[config.mk]
export PLATFORM = sky130hd
export DESIGN_NAME = servo_bus_instruction_packet_framer_flat
export DESIGN_NICKNAME = d
export VERILOG_FILES = /design/src/rtl/sbpf_pkg.sv /design/src/rtl/sbpf_if.sv /design/src/rtl/servo_bus_instruction_packet_framer.sv /design/src/flat_wrapper.sv
export SDC_FILE = /design/constraint.sdc
export NUM_CORES = 1
export LEC_CHECK = 0
export CORE_MARGIN = 1
export CORE_UTILIZATION = 41
export DETAILED_ROUTE_END_ITERATION = 6
export DONT_BUFFER_PORTS = 1
export PLACE_DENSITY = 0.56
export SLEW_MARGIN = 10
export SYNTH_ARGS = -nofsm -noshare
export SYNTH_HDL_FRONTEND = slang
export SYNTH_SLANG_ARGS = --single-unit
[constraint.sdc]
create_clock -name clk -period 15.6 [get_ports clk]
set_input_delay 0.78 -clock clk [delete_from_list [all_inputs] [get_ports clk]]
set_output_delay 0.78 -clock clk [all_outputs]
set_load 0.01 [all_outputs]
[src/rtl/sbpf_pkg.sv]
// Shared types and constants for the servo bus instruction packet framer.
package sbpf_pkg;

  localparam int BYTE_W = 8;
  localparam int POS_W  = 4;
  localparam int CNT_W  = 4;

  typedef logic [BYTE_W-1:0] byte_t;
  typedef logic [POS_W-1:0]  pos_t;
  typedef logic [CNT_W-1:0]  cnt_t;

  localparam byte_t HDR_BYTE = 8'hFF;
  localparam byte_t LEN_BIAS = 8'd3;

  // Byte positions within a frame
  localparam pos_t POS_HDR0  = 4'd0;
  localparam pos_t POS_HDR1  = 4'd1;
  localparam pos_t POS_ID    = 4'd2;
  localparam pos_t POS_LEN   = 4'd3;
  localparam pos_t POS_INSTR = 4'd4;
  localparam pos_t POS_ADDR  = 4'd5;
  localparam pos_t POS_PARAM = 4'd6;

endpackage

[src/rtl/sbpf_if.sv]
// Valid/ready channel interfaces for requests and packet bytes.
interface sbpf_req_if;
  logic        valid;
  logic        ready;
  logic [7:0]  servo_id;
  logic [7:0]  instruction;
  logic [7:0]  start_address;
  logic [3:0]  param_count;
  logic [63:0] param_bytes;

  modport source (output valid, servo_id, instruction, start_address, param_count,
                  param_bytes, input ready);
  modport sink   (input valid, servo_id, instruction, start_address, param_count,
                  param_bytes, output ready);
endinterface

interface sbpf_byte_if;
  logic       valid;
  logic       ready;
  logic [7:0] packet_byte;
  logic       is_last;

  modport source (output valid, packet_byte, is_last, input ready);
  modport sink   (input valid, packet_byte, is_last, output ready);
endinterface

[src/rtl/servo_bus_instruction_packet_framer.sv]
// Servo bus instruction packet framer: one request in, one framed packet out.
//
// req carries one request per beat: servo id, instruction, start address,
// parameter count and up to MAX_PARAMS parameter bytes (byte 0 in the low
// bits). A count above MAX_PARAMS is clamped to MAX_PARAMS.
// pkt carries one packet byte per beat: 0xFF, 0xFF, id, length (3 + count),
// instruction, address, parameters, checksum; is_last marks the checksum.
//
// A small sequencer walks the byte positions of the frame and feeds every
// byte from the id onward through one shared 8-bit checksum adder, one byte
// per cycle while pkt.ready lets it advance. A frame with count n has
// 7 + n bytes, 15 with the maximum of eight parameters. A request beat
// loads the sequencer, and its first step loads the first header byte.
//
// req.ready is high only between packets; it rises again as soon as the
// checksum byte is loaded into the output register, even while that byte
// waits. When pkt.ready is low the output register holds its byte and the
// sequencer stalls. Synchronous reset empties the output register and
// returns the sequencer to idle; the request registers are not reset.
module servo_bus_instruction_packet_framer #(
  parameter int MAX_PARAMS = 8
) (
  input  logic          clk,
  input  logic          rst,
  sbpf_req_if.sink      req,
  sbpf_byte_if.source   pkt
);

  localparam int PW = sbpf_pkg::BYTE_W * MAX_PARAMS;
  localparam sbpf_pkg::cnt_t MAX_CNT = sbpf_pkg::cnt_t'(MAX_PARAMS);

  logic                busy;
  sbpf_pkg::pos_t      pos;
  sbpf_pkg::cnt_t      cnt;
  sbpf_pkg::byte_t     id;
  sbpf_pkg::byte_t     instr;
  sbpf_pkg::byte_t     addr;
  logic [PW-1:0]       params;
  sbpf_pkg::byte_t     sum;

  logic                out_valid;
  sbpf_pkg::byte_t     out_byte;
  logic                out_last;

  logic                req_beat;
  logic                emit;
  sbpf_pkg::pos_t      last_pos;
  logic                at_last;
  sbpf_pkg::byte_t     cur_byte;
  sbpf_pkg::byte_t     sum_next;
  sbpf_pkg::cnt_t      cnt_sat;

  assign req.ready       = !busy;
  assign req_beat        = req.valid && !busy;
  assign pkt.valid       = out_valid;
  assign pkt.packet_byte = out_byte;
  assign pkt.is_last     = out_last;

  // Advance only when the output register is free or being drained this cycle
  assign emit     = busy && (!out_valid || pkt.ready);
  assign last_pos = sbpf_pkg::POS_PARAM + sbpf_pkg::pos_t'(cnt);
  assign at_last  = (pos == last_pos);
  assign cnt_sat  = (req.param_count > MAX_CNT) ? MAX_CNT : req.param_count;

  always_comb begin
    case (pos)
      sbpf_pkg::POS_HDR0:  cur_byte = sbpf_pkg::HDR_BYTE;
      sbpf_pkg::POS_HDR1:  cur_byte = sbpf_pkg::HDR_BYTE;
      sbpf_pkg::POS_ID:    cur_byte = id;
      sbpf_pkg::POS_LEN:   cur_byte = sbpf_pkg::LEN_BIAS + sbpf_pkg::byte_t'(cnt);
      sbpf_pkg::POS_INSTR: cur_byte = instr;
      sbpf_pkg::POS_ADDR:  cur_byte = addr;
      default:             cur_byte = at_last ? ~sum : params[sbpf_pkg::BYTE_W-1:0];
    endcase
  end

  // Shared checksum adder: header bytes are kept out of the sum
  assign sum_next = (pos < sbpf_pkg::POS_ID) ? sum : sum + cur_byte;

  always_ff @(posedge clk) begin
    if (rst) begin
      busy <= 1'b0;
      pos  <= sbpf_pkg::POS_HDR0;
    end else if (req_beat) begin
      busy <= 1'b1;
      pos  <= sbpf_pkg::POS_HDR0;
    end else if (emit) begin
      if (at_last) begin
        busy <= 1'b0;
      end
      pos <= pos + 1'b1;
    end
  end

  always_ff @(posedge clk) begin
    if (req_beat) begin
      id     <= req.servo_id;
      instr  <= req.instruction;
      addr   <= req.start_address;
      cnt    <= cnt_sat;
      params <= req.param_bytes[PW-1:0];
      sum    <= '0;
    end else if (emit) begin
      sum <= sum_next;
      // Drop each parameter byte once it has gone out
      if (pos >= sbpf_pkg::POS_PARAM) begin
        params <= params >> sbpf_pkg::BYTE_W;
      end
    end
  end

  always_ff @(posedge clk) begin
    if (rst) begin
      out_valid <= 1'b0;
    end else if (emit) begin
      out_valid <= 1'b1;
    end else if (pkt.ready) begin
      out_valid <= 1'b0;
    end
  end

  always_ff @(posedge clk) begin
    if (emit) begin
      out_byte <= cur_byte;
      out_last <= at_last;
    end
  end

  a_accept_starts: assert property (@(posedge clk) disable iff (rst)
    req_beat |=> busy && (pos == sbpf_pkg::POS_HDR0))
    else $error("request beat did not start a frame");

  a_pos_in_frame: assert property (@(posedge clk) disable iff (rst)
    busy |-> (pos <= last_pos))
    else $error("sequencer ran past the checksum position");

  a_last_ends: assert property (@(posedge clk) disable iff (rst)
    (emit && at_last) |=> !busy && out_valid && out_last)
    else $error("checksum byte did not close the frame");

  a_no_emit_idle: assert property (@(posedge clk) disable iff (rst)
    (!busy && !out_valid) |=> !out_valid || $past(emit))
    else $error("output became valid without a sequencer step");

endmodule

[src/flat_wrapper.sv]
// flat-port wrapper written by rule: the top's interface ports become plain ports
module servo_bus_instruction_packet_framer_flat 
#(
  parameter int MAX_PARAMS = 8
)
  (clk, rst, req_valid, req_servo_id, req_instruction, req_start_address, req_param_count, req_param_bytes, req_ready, pkt_valid, pkt_packet_byte, pkt_is_last, pkt_ready);
  sbpf_req_if req_i ();
  sbpf_byte_if pkt_i ();
  input  logic clk;
  input  logic rst;
  input wire logic [$bits(req_i.valid)-1:0] req_valid;
  input wire logic [$bits(req_i.servo_id)-1:0] req_servo_id;
  input wire logic [$bits(req_i.instruction)-1:0] req_instruction;
  input wire logic [$bits(req_i.start_address)-1:0] req_start_address;
  input wire logic [$bits(req_i.param_count)-1:0] req_param_count;
  input wire logic [$bits(req_i.param_bytes)-1:0] req_param_bytes;
  output wire logic [$bits(req_i.ready)-1:0] req_ready;
  output wire logic [$bits(pkt_i.valid)-1:0] pkt_valid;
  output wire logic [$bits(pkt_i.packet_byte)-1:0] pkt_packet_byte;
  output wire logic [$bits(pkt_i.is_last)-1:0] pkt_is_last;
  input wire logic [$bits(pkt_i.ready)-1:0] pkt_ready;
  assign req_i.valid = req_valid;
  assign req_i.servo_id = req_servo_id;
  assign req_i.instruction = req_instruction;
  assign req_i.start_address = req_start_address;
  assign req_i.param_count = req_param_count;
  assign req_i.param_bytes = req_param_bytes;
  assign req_ready = req_i.ready;
  assign pkt_valid = pkt_i.valid;
  assign pkt_packet_byte = pkt_i.packet_byte;
  assign pkt_is_last = pkt_i.is_last;
  assign pkt_i.ready = pkt_ready;
  servo_bus_instruction_packet_framer #(.MAX_PARAMS(MAX_PARAMS)) u_core (.clk(clk), .rst(rst), .req(req_i), .pkt(pkt_i));
endmodule
# Yosys cells after proc, flatten, opt, wreduce, memory -nomap -nowiden
# Cells that the tools add are included.
[totals]
reg_bits = 115
inputBits = 96
out_inout_bits = 11
elab_cells = 51
[classes]
addsub = 4
order_cmp = 3
eq_ne = 6
n_mux = 10
bitwise_logic = 2
reduce_logical = 15
[op_table]
columns = ["op", "count"]
rows = [
  ["$mux 64", 3],
  ["$pmux 8 s5", 1],
  ["$add 8x8->8", 1],
  ["$eq 4x2->1 const B", 2],
  ["$eq 4x3->1 const B", 2],
  ["$mux 8", 1],
  ["$not 8->8", 1],
  ["$reduce_bool 2->1", 4],
  ["$reduce_and 2->1", 3],
  ["$add 2x4->5 const A", 1],
  ["$mux 1", 5],
  ["$add 3x4->4 const A", 1],
  ["$add 4x1->4 const B", 1],
  ["$eq 4x1->1 const B", 1],
  ["$eq 4x4->1", 1],
  ["$ge 4x3->1 const B", 1],
  ["$gt 4x4->1 const B", 1],
  ["$logic_not 4->1", 1],
  ["$lt 4x2->1 const B", 1],
  ["$reduce_or 2->1", 2],
  ["$logic_and 1x1->1", 2],
  ["$logic_not 1->1", 2],
  ["$logic_or 1x1->1", 1],
  ["$not 1->1", 1],
]

# Longest topological paths before layout
# Gate-level depths: netlist of the first run.
[depth]
depth_word = 5
mapped_depth = 16
depth_no_buf = 16

# Least setup slack after synthesis of the first run
# OpenSTA, ideal clock, no wires.
[synth_path]
path_type = "in2reg"
startpoint = "in pkt_ready"
endpoint = "reg u_core.params[0], enable pin"
setup_time_ps = 574
arrival_time_ps = 5512
required_time_ps = 15026
slack_ps = 9513
cell_stages = 3
n_path_buf = 0
path_cell_list = "nand2b_1 -> nand2_1 -> o21ai_0"
[synth_between]
elab_chain_cells = 4
[synth_lines]
columns = ["element", "line", "rtl"]
rows = [
  ["start, declared", "flat_wrapper.sv:21", "input wire logic [$bits(pkt_i.ready)-1:0] pkt_ready;"],
  ["$logic_or 1x1->1", "servo_bus_instruction_packet_framer.sv:60", "assign emit = busy && (!out_valid || pkt.ready);"],
  ["$logic_and 1x1->1", "servo_bus_instruction_packet_framer.sv:60", ""],
  ["$reduce_bool 2->1 (no source line)", "--", ""],
  ["$reduce_and 2->1 (no source line)", "--", ""],
  ["end signal, assigned", "servo_bus_instruction_packet_framer.sv:101", "params <= req.param_bytes[PW-1:0];"],
  ["end signal, assigned", "servo_bus_instruction_packet_framer.sv:107", "params <= params >> sbpf_pkg::BYTE_W;"],
  ["end, declared", "servo_bus_instruction_packet_framer.sv:38", "logic [PW-1:0] params;"],
]
# No other way between the ends.
# A chain may end at the register's enable or synchronous reset.

# Worst setup path after layout of the first run
[layout_path]
startpoint = "reg u_core.pos[1]"
endpoint = "reg u_core.sum[6]"
[layout_between]
elab_chain_cells = 4
elab_cells_between_ends = 14
cone_classes = "1 x add/sub; 1 x order compare; 6 x eq/ne; 2 x mux; 1 x bitwise; 3 x reduce/logical"
[layout_lines]
columns = ["element", "line", "rtl"]
rows = [
  ["start, declared", "servo_bus_instruction_packet_framer.sv:33", "sbpf_pkg::pos_t pos;"],
  ["start signal, assigned", "servo_bus_instruction_packet_framer.sv:83", "pos <= sbpf_pkg::POS_HDR0;"],
  ["start signal, assigned", "servo_bus_instruction_packet_framer.sv:86", "pos <= sbpf_pkg::POS_HDR0;"],
  ["start signal, assigned", "servo_bus_instruction_packet_framer.sv:91", "pos <= pos + 1'b1;"],
  ["$eq 4x4->1, or another cell as far along", "servo_bus_instruction_packet_framer.sv:62", "assign at_last = (pos == last_pos);"],
  ["$mux 8 / $reduce_or 2->1 (equally long branches)", "--", ""],
  ["$pmux 8 s5 (*)", "servo_bus_instruction_packet_framer.sv:66", "case (pos)"],
  ["net u_core.cur_byte[0]", "servo_bus_instruction_packet_framer.sv:49", "sbpf_pkg::byte_t cur_byte;"],
  ["$add 8x8->8 (*)", "servo_bus_instruction_packet_framer.sv:78", "assign sum_next = (pos < sbpf_pkg::POS_ID) ? sum : sum + cur_byte;"],
  ["end signal, assigned", "servo_bus_instruction_packet_framer.sv:104", "sum <= sum_next;"],
  ["end, declared", "servo_bus_instruction_packet_framer.sv:39", "sbpf_pkg::byte_t sum;"],
]
# The timed path passes the listed nets; every way through them passes the cells marked *.

==> results_dict.tcl, run 1 <==
set metrics [dict create \
    cts.sinks 115 \
    vias 3460 \
    tritoncts "done" \
    yosysTopAreaCell "edfxtp_1" \
    max_freq_ghz 0.2471 \
    synth.top_cell.area_share_pct 57.25 \
    grt_max_degree 71 \
    crit_type "register to register" \
    setup-violations-final 0 \
    ys_ff_latch 115 \
    clock_skew_ns 0.009124 \
    clk_pin_slew_worst_paths_ns 0.05 \
    finalWorstSetupSlack_ns 11.55 \
    final_hold_viol_count 0 \
    cts-buffers-inserted 17 \
    area_growth_pct 13.72 \
    routedWlPerCell_um 16.00 \
    maxCapViolations 0 \
    fin_crit_sh_pct 25.94 \
    slew_headroom_pct 39.42 \
    rsz0062_at_grt "no" \
    clockRootBuffer "clkbuf_16" \
    grt_pass1_vias 3493 \
    clk_latency_ns 0.41 \
    syn_area_um2 5298 \
    powerDensity_nw_per_um2 133.2 \
    synth_ff_type "edfxtp_1" \
    status "complete, no violations" \
    arrival_ns 4.37 \
    postRouteWirelength_um 10900 \
    synth_edf_count 101 \
    worst_pin_slew_ns 0.9054 \
    required_ns 15.92 \
    p_leak_nw 2.305 \
    initial_utilization_pct 41.98 \
    nets 608 \
    setup_tns_ns 0 \
    grt_overflow_total 0 \
    hold_buffers 0 \
    slew_violations 0 \
    cp-end-kind "register" \
    antenna_cells 0 \
    postRouteAntennaNets 0 \
    drtIter0Drc 255 \
    firstDrtPassIters 5 \
    die_h_um 115.7 \
    clockBufferDepth 2 \
    drc_errors 0 \
    rows 41 \
    ys_top_cells_by_count "195 x nand2_1, 101 x edfxtp_1, 20 x nor2_1" \
    fill_cells 1196 \
    grt_pass1_wl_um 17330 \
    whs_ns 0.4290 \
    die_w_um 115.7 \
    cts_setup_buffers 0 \
    yosysWarnings 0 \
    period_minus_slack_ns 4.047 \
    dp_slack_ns 11.70 \
    synth_nets 608 \
    core_area_um2 12620 \
    routabilityCongestion 0.8450 \
    ys_seq_area_share_pct 62.54 \
    peakVddDrop_uv 68.53 \
    synth_cells 496 \
    grt_util_all_layers_pct 17.67 \
    drive_gt1_share_pct 6.876 \
    dp_hpwl_um 7368 \
    min_path_type "input pin to register" \
    path_max_fanout 10 \
    synth.area.top_cells "edfxtp_1 57%, nand2_1 14%, dfxtp_1 5.3%" \
    syn_area_per_cell_um2 10.68 \
    ios 107 \
    vias_per_cell 5.081 \
    io_buffer_count 0 \
    antenna_found_initial 0 \
    async_flop_share_pct 0 \
    synth.most_common_cell "nand2_1" \
    fp.dieArea_um2 13380 \
    startpoint_type "register" \
    htreeDepth 4 \
    ys_types 45 \
    cts_resized 0 \
]
## sequential cells by signal, indices dropped and copies added (netlist names)
| signal | flops |
|---|---|
| u_core.params | 64 |
| u_core.addr | 8 |
| u_core.cnt | 4 |
| u_core.instr | 8 |
| u_core.pkt.valid | 1 |
| u_core.pkt.is_last | 1 |
| u_core.pkt.packet_byte | 8 |
| u_core.sum | 8 |
| u_core.pos | 4 |
| u_core.id | 8 |
| u_core.busy | 1 |
## per-layer routing
| metal | share of wire, % | up-vias | GRT usage (%) |
|---|---|---|---|
| met5 | 0 | - | 0 |
| met3 | 6.4 | 11 | 6.956 |
| met4 | 1.2 | 0 | 7.607 |
| met1 | 43 | 1637 | 21.44 |
| li1 | - | 1724 | - |
| met2 | 50 | 88 | 28.02 |
## critical path, stage by stage (launching register included)
cell	delay [ns]
dfxtp_1	0.50
inv_1	0.15
ha_1	0.31
or4_1	0.53
a21oi_1	0.54
a22oi_1	0.24
ha_1	0.28
fa_1	0.42
a21o_1	0.17
a21oi_1	0.24
o21bai_1	0.09
a21oi_1	0.22
nor2_1	0.09
a211oi_1	0.18
## logic make-up (layout without fill, tap and decap cells)
| family | Yosys count | in the layout | synth area share, % |
|---|---|---|---|
| simple gates | 252 | 252 | 19.91 |
| buf+inv | 32 | 45 | 2.740 |
| compound gates | 66 | 66 | 8.361 |
| flops | 115 | 115 | 62.54 |
| mux | 2 | 2 | 0.3779 |
| xor+xnor | 13 | 13 | 2.149 |
| fa+ha+maj | 16 | 16 | 3.921 |
## metrics by stage
step | power (mW) | util [%] | instances | instance area [µm²]
6_report | 0.8026 | 47.74 | 681 | 6025
5_1_grt | 0.8328 | 47.74 | 681 | 6025
4_1_cts | 0.8101 | 47.74 | 681 | 6025
3_5_place_dp | 0.4303 | 43.16 | 649 | 5446
3_3_place_gp | 0.4284 | 43.16 | 649 | 5446
2_1_floorplan | 0.4181 | - | 496 | 5298
## power breakdown
group	switching (mW)	leakage (nW)	internal, mW
combinational	0.0371	0.952	0.0176
clock	0.128	0.285	0.251
sequential	0.00774	1.07	0.361
## path summary, 6_finish.rpt
kind | end | startpoint | slack [ns] | depth (start not counted)
max | u_core.sum[6] | u_core.pos[1] | 11.55 | 13
min | u_core.pkt.valid | rst | 0.43 | 1
max reg2reg | u_core.sum[6] | u_core.pos[1] | 11.55 | 13
min reg2reg | u_core.sum[0] | u_core.sum[0] | 0.48 | 2
## layout make-up
| cell class | instances | area, µm² | area share, % |
|---|---|---|---|
| sequential | 115 | 3313 | 54.99 |
| multi-input combinational | 349 | 1853 | 30.76 |
| clock buffer | 27 | 503.0 | 8.349 |
| tap | 172 | 215.2 | 3.572 |
| clock inverter | 5 | 75.07 | 1.246 |
| inverter | 9 | 35.03 | 0.5815 |
| timing repair buffer | 4 | 30.03 | 0.4984 |
## layout by cell type (no fill, tap or decap), types with 9 or more instances in the layout
| cell | count |
|---|---|
| a21oi_1 | 16 |
| dfxtp_1 | 14 |
| ha_1 | 15 |
| clkbuf_16 | 17 |
| and2_1 | 10 |
| nor3_1 | 9 |
| nand2_1 | 194 |
| nor2_1 | 20 |
| edfxtp_1 | 101 |
| o21ai_0 | 12 |
No activity file was read; power rests on OpenSTA's default activity.
==> run 2, diff against run 1 <==
==> constraint.sdc (replaced) <==
create_clock -name clk -period 3.9 [get_ports clk]
set_input_delay 0.195 -clock clk [delete_from_list [all_inputs] [get_ports clk]]
set_output_delay 0.195 -clock clk [all_outputs]
set_load 0.01 [all_outputs]
==> results_dict.tcl, run 2 (same netlist as run 1, synthesis figures left out) <==
set metrics [dict create \
    status "complete, no violations" \
    clk_latency_ns 0.41 \
    finalWorstSetupSlack_ns 0.3842 \
    maxCapViolations 0 \
    vias 3839 \
    max_freq_ghz 0.2844 \
    path_max_fanout 15 \
    clockRootBuffer "clkbuf_16" \
    grt_util_all_layers_pct 18.33 \
    clk_pin_slew_worst_paths_ns 0.05 \
    required_ns 4.16 \
    power_mw 3.333 \
    min_path_type "input pin to register" \
    regMostFlops "u_core.params" \
    worst_pin_slew_ns 0.7981 \
    initial_utilization_pct 41.98 \
    rr_startpoint "u_core.cnt[1]" \
    dpl_cell_area_um2 5461 \
    rows 41 \
    core_area_um2 12620 \
    largest_register_ffs 64 \
    firstDrtPassIters 5 \
    reg2reg_to "u_core.sum[7]" \
    area_growth_pct 32.19 \
    die_h_um 115.7 \
    drc_errors 0 \
    vias_per_cell 4.947 \
    grt_pass1_wl_um 18060 \
    routabilityCongestion 0.8075 \
    min_to "u_core.cnt[1]" \
    final_common_cell "nand2_1" \
    drtIter0Drc 308 \
    dp_slack_ns 0.2901 \
    routedWlPerCell_um 14.88 \
    reg2reg_depth 15 \
    drive_gt1_share_pct 7.285 \
    final_hold_viol_count 0 \
    htreeDepth 4 \
    tritoncts "done" \
    p_leak_nw 2.703 \
    nets 703 \
    final_area_um2 7003 \
    peakVddDrop_uv 352.0 \
    crit_type "register to register" \
    final_cell_mix "194 x nand2_1, 101 x edfxtp_1, 93 x dlygate4sd3_1, 20 x nor2_1, 17 x clkbuf_16" \
    setup-violations-final 0 \
    cts-buffers-inserted 17 \
    startpoint_type "register" \
    grt_overflow_total 0 \
    regToRegSetupSlack_ns 0.38 \
    fin_crit_sh_pct 90.15 \
    die_w_um 115.7 \
    slew_headroom_pct 46.65 \
    cp-end-kind "register" \
    setup_tns_ns 0 \
    io_buffer_count 0 \
    grt_max_degree 60 \
    cts.sinks 115 \
    post-route-util_pct 55.49 \
    postRouteWirelength_um 11540 \
    rsz0062_at_grt "no" \
    min-delay-start "req_param_count[1]" \
    dp_hpwl_um 7259 \
    postRouteAntennaNets 0 \
    grt_pass1_vias 3702 \
    powerDensity_nw_per_um2 475.9 \
    min_path_cells 1 \
    clockBufferDepth 2 \
    slew_violations 0 \
    antenna_found_initial 0 \
    antenna_cells 0 \
    clock_skew_ns 0.007829 \
    period_minus_slack_ns 3.516 \
    ios 107 \
    arrival_ns 3.77 \
    fp.dieArea_um2 13380 \
]
run 2: changes by cell type in the layout (fill, tap and decap cells not counted), sizes merged:
cell / previous run / this run
clkinv: 5 / 7
bufinv: 2 / 3
inv: 7 / 8
clkinvlp: 0 / 4
dlygate4sd3: 0 / 93
buf: 4 / 6
clkbuf: 27 / 19
run 2: how the worst max path moves through the flow:
| stage | slack, ns | startpoint | end | cells after the start |
|---|---|---|---|---|
| floorplan | 0.62 | u_core.pos[0] | u_core.sum[6] | 14 |
| CTS | 0.27 | u_core.cnt[1] | u_core.sum[7] | 15 |
| global placement | 0.42 | u_core.cnt[1] | u_core.sum[6] | 17 |
| detailed placement | 0.29 | u_core.cnt[1] | u_core.sum[7] | 15 |
| finish | 0.38 | u_core.cnt[1] | u_core.sum[7] | 15 |
| global route | 0.07 | u_core.cnt[1] | u_core.sum[7] | 15 |
run 2: through the flow:
step                instances  hold WS, ns
detailed placement        651       0.2725
CTS                       776     0.007123
floorplan                 496       0.2641
global placement          651       0.2660
finish                    776      0.02658
global route              776      0.03072
run 2: cell type report:
cell class	instances	area, µm²
Multi-Input combinational cell	349	1868
Inverter	9	35.03
Clock buffer	19	432.9
Fill cell	1105	5617
Sequential cell	115	3316
Timing Repair Buffer	99	975.9
Tap cell	172	215.2
Clock inverter	13	160.2
run 2: per-layer routing:
layer	vias up	GRT usage, %	routed length [µm]
met5	-	0	0
met4	0	7.692	105
met3	8	6.119	605
met2	118	29.14	5783
met1	1798	22.99	5049
li1	1915	-	-
run 2: repair_timing:
action,CTS,global route
resized for setup,0,3
endpoints found under the hold margin,98,0
buffers inserted,0,0
endpoints found under the setup margin,0,2
hold buffers,93,0
run 2: worst max-delay path: stages (launching register included):
cell and delay, ns:
edfxtp_1 0.42, inv_1 0.14, ha_1 0.26, xor2_1 0.13, nand3_1 0.17, nor2_1 0.20, buf_4 0.23, o21ai_0 0.09
a22oi_1 0.35, ha_1 0.33, a211oi_1 0.27, nor2_1 0.13, o22ai_1 0.28, nor2_1 0.09, mux2i_1 0.15, o2111ai_1 0.12
run 2: where the power goes:
| group | internal (mW) | total [mW] | switching (mW) |
|---|---|---|---|
| logic | 0.134 | 0.301 | 0.167 |
| clock network | 1.00 | 1.56 | 0.555 |
| registers | 1.44 | 1.47 | 0.0315 |
| total | 2.58 | 3.33 | 0.754 |
==> run 3, diff against run 2 <==
--- a/config.mk
+++ b/config.mk
@@ -10,6 +10,7 @@
 export DETAILED_ROUTE_END_ITERATION = 6
 export DONT_BUFFER_PORTS = 1
 export PLACE_DENSITY = 0.56
+export SKIP_LAST_GASP = 1
 export SLEW_MARGIN = 10
 export SYNTH_ARGS = -nofsm -noshare
 export SYNTH_HDL_FRONTEND = slang
==> constraint.sdc (replaced) <==
create_clock -name clk -period 3.3 [get_ports clk]
set_input_delay 0.165 -clock clk [delete_from_list [all_inputs] [get_ports clk]]
set_output_delay 0.165 -clock clk [all_outputs]
set_load 0.01 [all_outputs]
==> results_dict.tcl, run 3 (same netlist as run 1, synthesis figures left out) <==
set metrics [dict create \
    fin_crit_sh_pct 96.13 \
    die_h_um 115.7 \
    slew_headroom_pct 43.11 \
    post-route-util_pct 57.30 \
    fill_cells 1114 \
    dp_hpwl_um 7524 \
    powerDensity_nw_per_um2 541.9 \
    regToRegSetupSlack_ns 0.13 \
    fp.dieArea_um2 13380 \
    nets 724 \
    clockBufferDepth 2 \
    grt_pass1_wl_um 17990 \
    core_area_um2 12620 \
    vias 3881 \
    grt_util_all_layers_pct 18.37 \
    reg2reg_depth 16 \
    clk_latency_ns 0.42 \
    crit_type "register to register" \
    maxCapViolations 0 \
    area_growth_pct 36.49 \
    crit_path_frequent_cell "a21oi_2" \
    final_hold_viol_count 0 \
    max_freq_ghz 0.3152 \
    clk_pin_slew_worst_paths_ns 0.05 \
    finalWorstSetupSlack_ns 0.1279 \
    p_comb_share_pct 9.9 \
    clockRootBuffer "clkbuf_16" \
    tritoncts "done" \
    path_max_fanout 5 \
    p_sw_mw 0.9149 \
    required_ns 3.62 \
    cts-buffers-inserted 17 \
    period_minus_slack_ns 3.172 \
    cts.sinks 115 \
    regMostFlops "u_core.params" \
    crit_chain "inv_2 > ha_1 > xnor2_2 > xor2_2 > nor2_4 > buf_4 > o21ai_1 > a22oi_1 > ha_2 > fa_1 > a21o_1 > a21oi_2 > o21bai_1 > a21oi_2 > nor2_1 > a211oi_1" \
    grt_max_degree 56 \
    grt_pass1_vias 3749 \
    peakVddDrop_uv 373.7 \
    crit_start "u_core.cnt[1]" \
    dp_slack_ns -0.1382 \
    min_path_type "input pin to register" \
    sequentialPowerShare_pct 44.4 \
    clock_skew_ns 0.01466 \
    min_path_cells 2 \
    power_mw 3.918 \
    drc_errors 0 \
    firstDrtPassIters 5 \
    drive_gt1_share_pct 12.64 \
    power_switching_share_pct 23.35 \
    antenna_found_initial 0 \
    setup-violations-final 0 \
    cp-end-kind "register" \
    arrival_ns 3.49 \
    grt_overflow_total 0 \
    status "complete, no violations" \
    min-delay-start "pkt_ready" \
    ios 107 \
    die_w_um 115.7 \
    multi_input_area_um2 1924 \
    worst_pin_slew_ns 0.8502 \
    postRouteWirelength_um 11600 \
    routabilityCongestion 0.8209 \
    pwr-share-clk_pct 45.7 \
    largest_register_ffs 64 \
    antenna_cells 0 \
    max_stage_delay_ns 0.41 \
    slew_violations 0 \
    initial_utilization_pct 41.98 \
    startpoint_type "register" \
    rows 41 \
    slowest_stage "fa_1" \
    final_cell_mix "194 x nand2_1, 101 x edfxtp_1, 94 x dlygate4sd3_1, 24 x buf_4, 19 x nor2_1" \
    whs_ns 0.06343 \
    drtIter0Drc 239 \
    routedWlPerCell_um 14.56 \
    htreeDepth 4 \
    internal_power_mw 3.003 \
    min_to "u_core.pkt.valid" \
    setup_tns_ns 0 \
    reg2reg_to "u_core.sum[6]" \
    postRouteAntennaNets 0 \
    io_buffer_count 0 \
    final_common_cell "nand2_1" \
    regArea_um2 3316 \
    vias_per_cell 4.870 \
    p_leak_nw 2.823 \
    rr_startpoint "u_core.cnt[1]" \
]
-- run 3: changes by cell type in the layout (fill, tap and decap cells not counted), sizes merged --
cell / change
clkinvlp: -1
buf: +20
clkbuf: -1
clkinv: +3
bufinv: -1
dlygate4sd3: +1
-- run 3: metrics by stage --
step | cell area [µm²] | instances
final | 7231 | 797
after global routing | 7231 | 797
after CTS | 7144 | 794
after detailed placement | 5602 | 668
after global placement | 5602 | 668
after floorplan | 5301 | 496
-- run 3: per-layer routing --
metal | up-vias | part of all wire (%) | global-route usage (%)
li1 | 1963 | - | -
met1 | 1794 | 43 | 22.59
met2 | 109 | 49 | 29.58
met3 | 15 | 5.4 | 5.387
met4 | 0 | 1.7 | 9.231
met5 | - | 0 | 0
-- run 3: layout make-up --
| class | count | share of cell area (%) |
|---|---|---|
| Sequential cell | 115 | 45.86 |
| Inverter | 9 | 0.4845 |
| Clock buffer | 18 | 5.935 |
| Multi-Input combinational cell | 349 | 26.61 |
| Timing Repair Buffer | 120 | 15.94 |
| Tap cell | 172 | 2.976 |
| Clock inverter | 14 | 2.198 |
-- run 3: worst max-delay path by stage --
stage / to / depth (start not counted) / slack, ns
global placement: u_core.sum[6] / 16 / -0.02
detailed placement: u_core.sum[6] / 16 / -0.14
global route: u_core.sum[6] / 16 / -0.02
floorplan: u_core.sum[6] / 14 / 0.02
finish: u_core.sum[6] / 16 / 0.13
CTS: u_core.sum[6] / 16 / -0.02
-- run 3: power groups by stage --
| stage | Sequential [mW] | Clock, mW | Combinational, mW |
|---|---|---|---|
| after global routing | 1.75 | 1.88 | 0.438 |
| after global placement | 1.77 | 0 | 0.278 |
| after CTS | 1.74 | 1.83 | 0.380 |
| after floorplan | 1.76 | 0 | 0.211 |
| after detailed placement | 1.77 | 0 | 0.285 |
| final | 1.74 | 1.79 | 0.389 |
-- run 3: critical path: cells and delay by family, from the launching register on --
| family | cells | cell delay, ns |
|---|---|---|
| AO/OA/AOI/OAI | 7 | 1.05 |
| XOR/XNOR | 2 | 0.47 |
| adder cells (fa/ha/maj) | 3 | 0.85 |
| buffers and inverters | 2 | 0.20 |
| flip-flops | 1 | 0.36 |
| AND/OR/NAND/NOR | 2 | 0.15 |
-- run 3: repair_timing --
item,in CTS,in global routing
setup endpoints to repair,4,3
hold buffers,94,0
buffers inserted,0,3
gates resized for setup,3,20
endpoints found under the hold margin,98,0
pin swaps,0,6
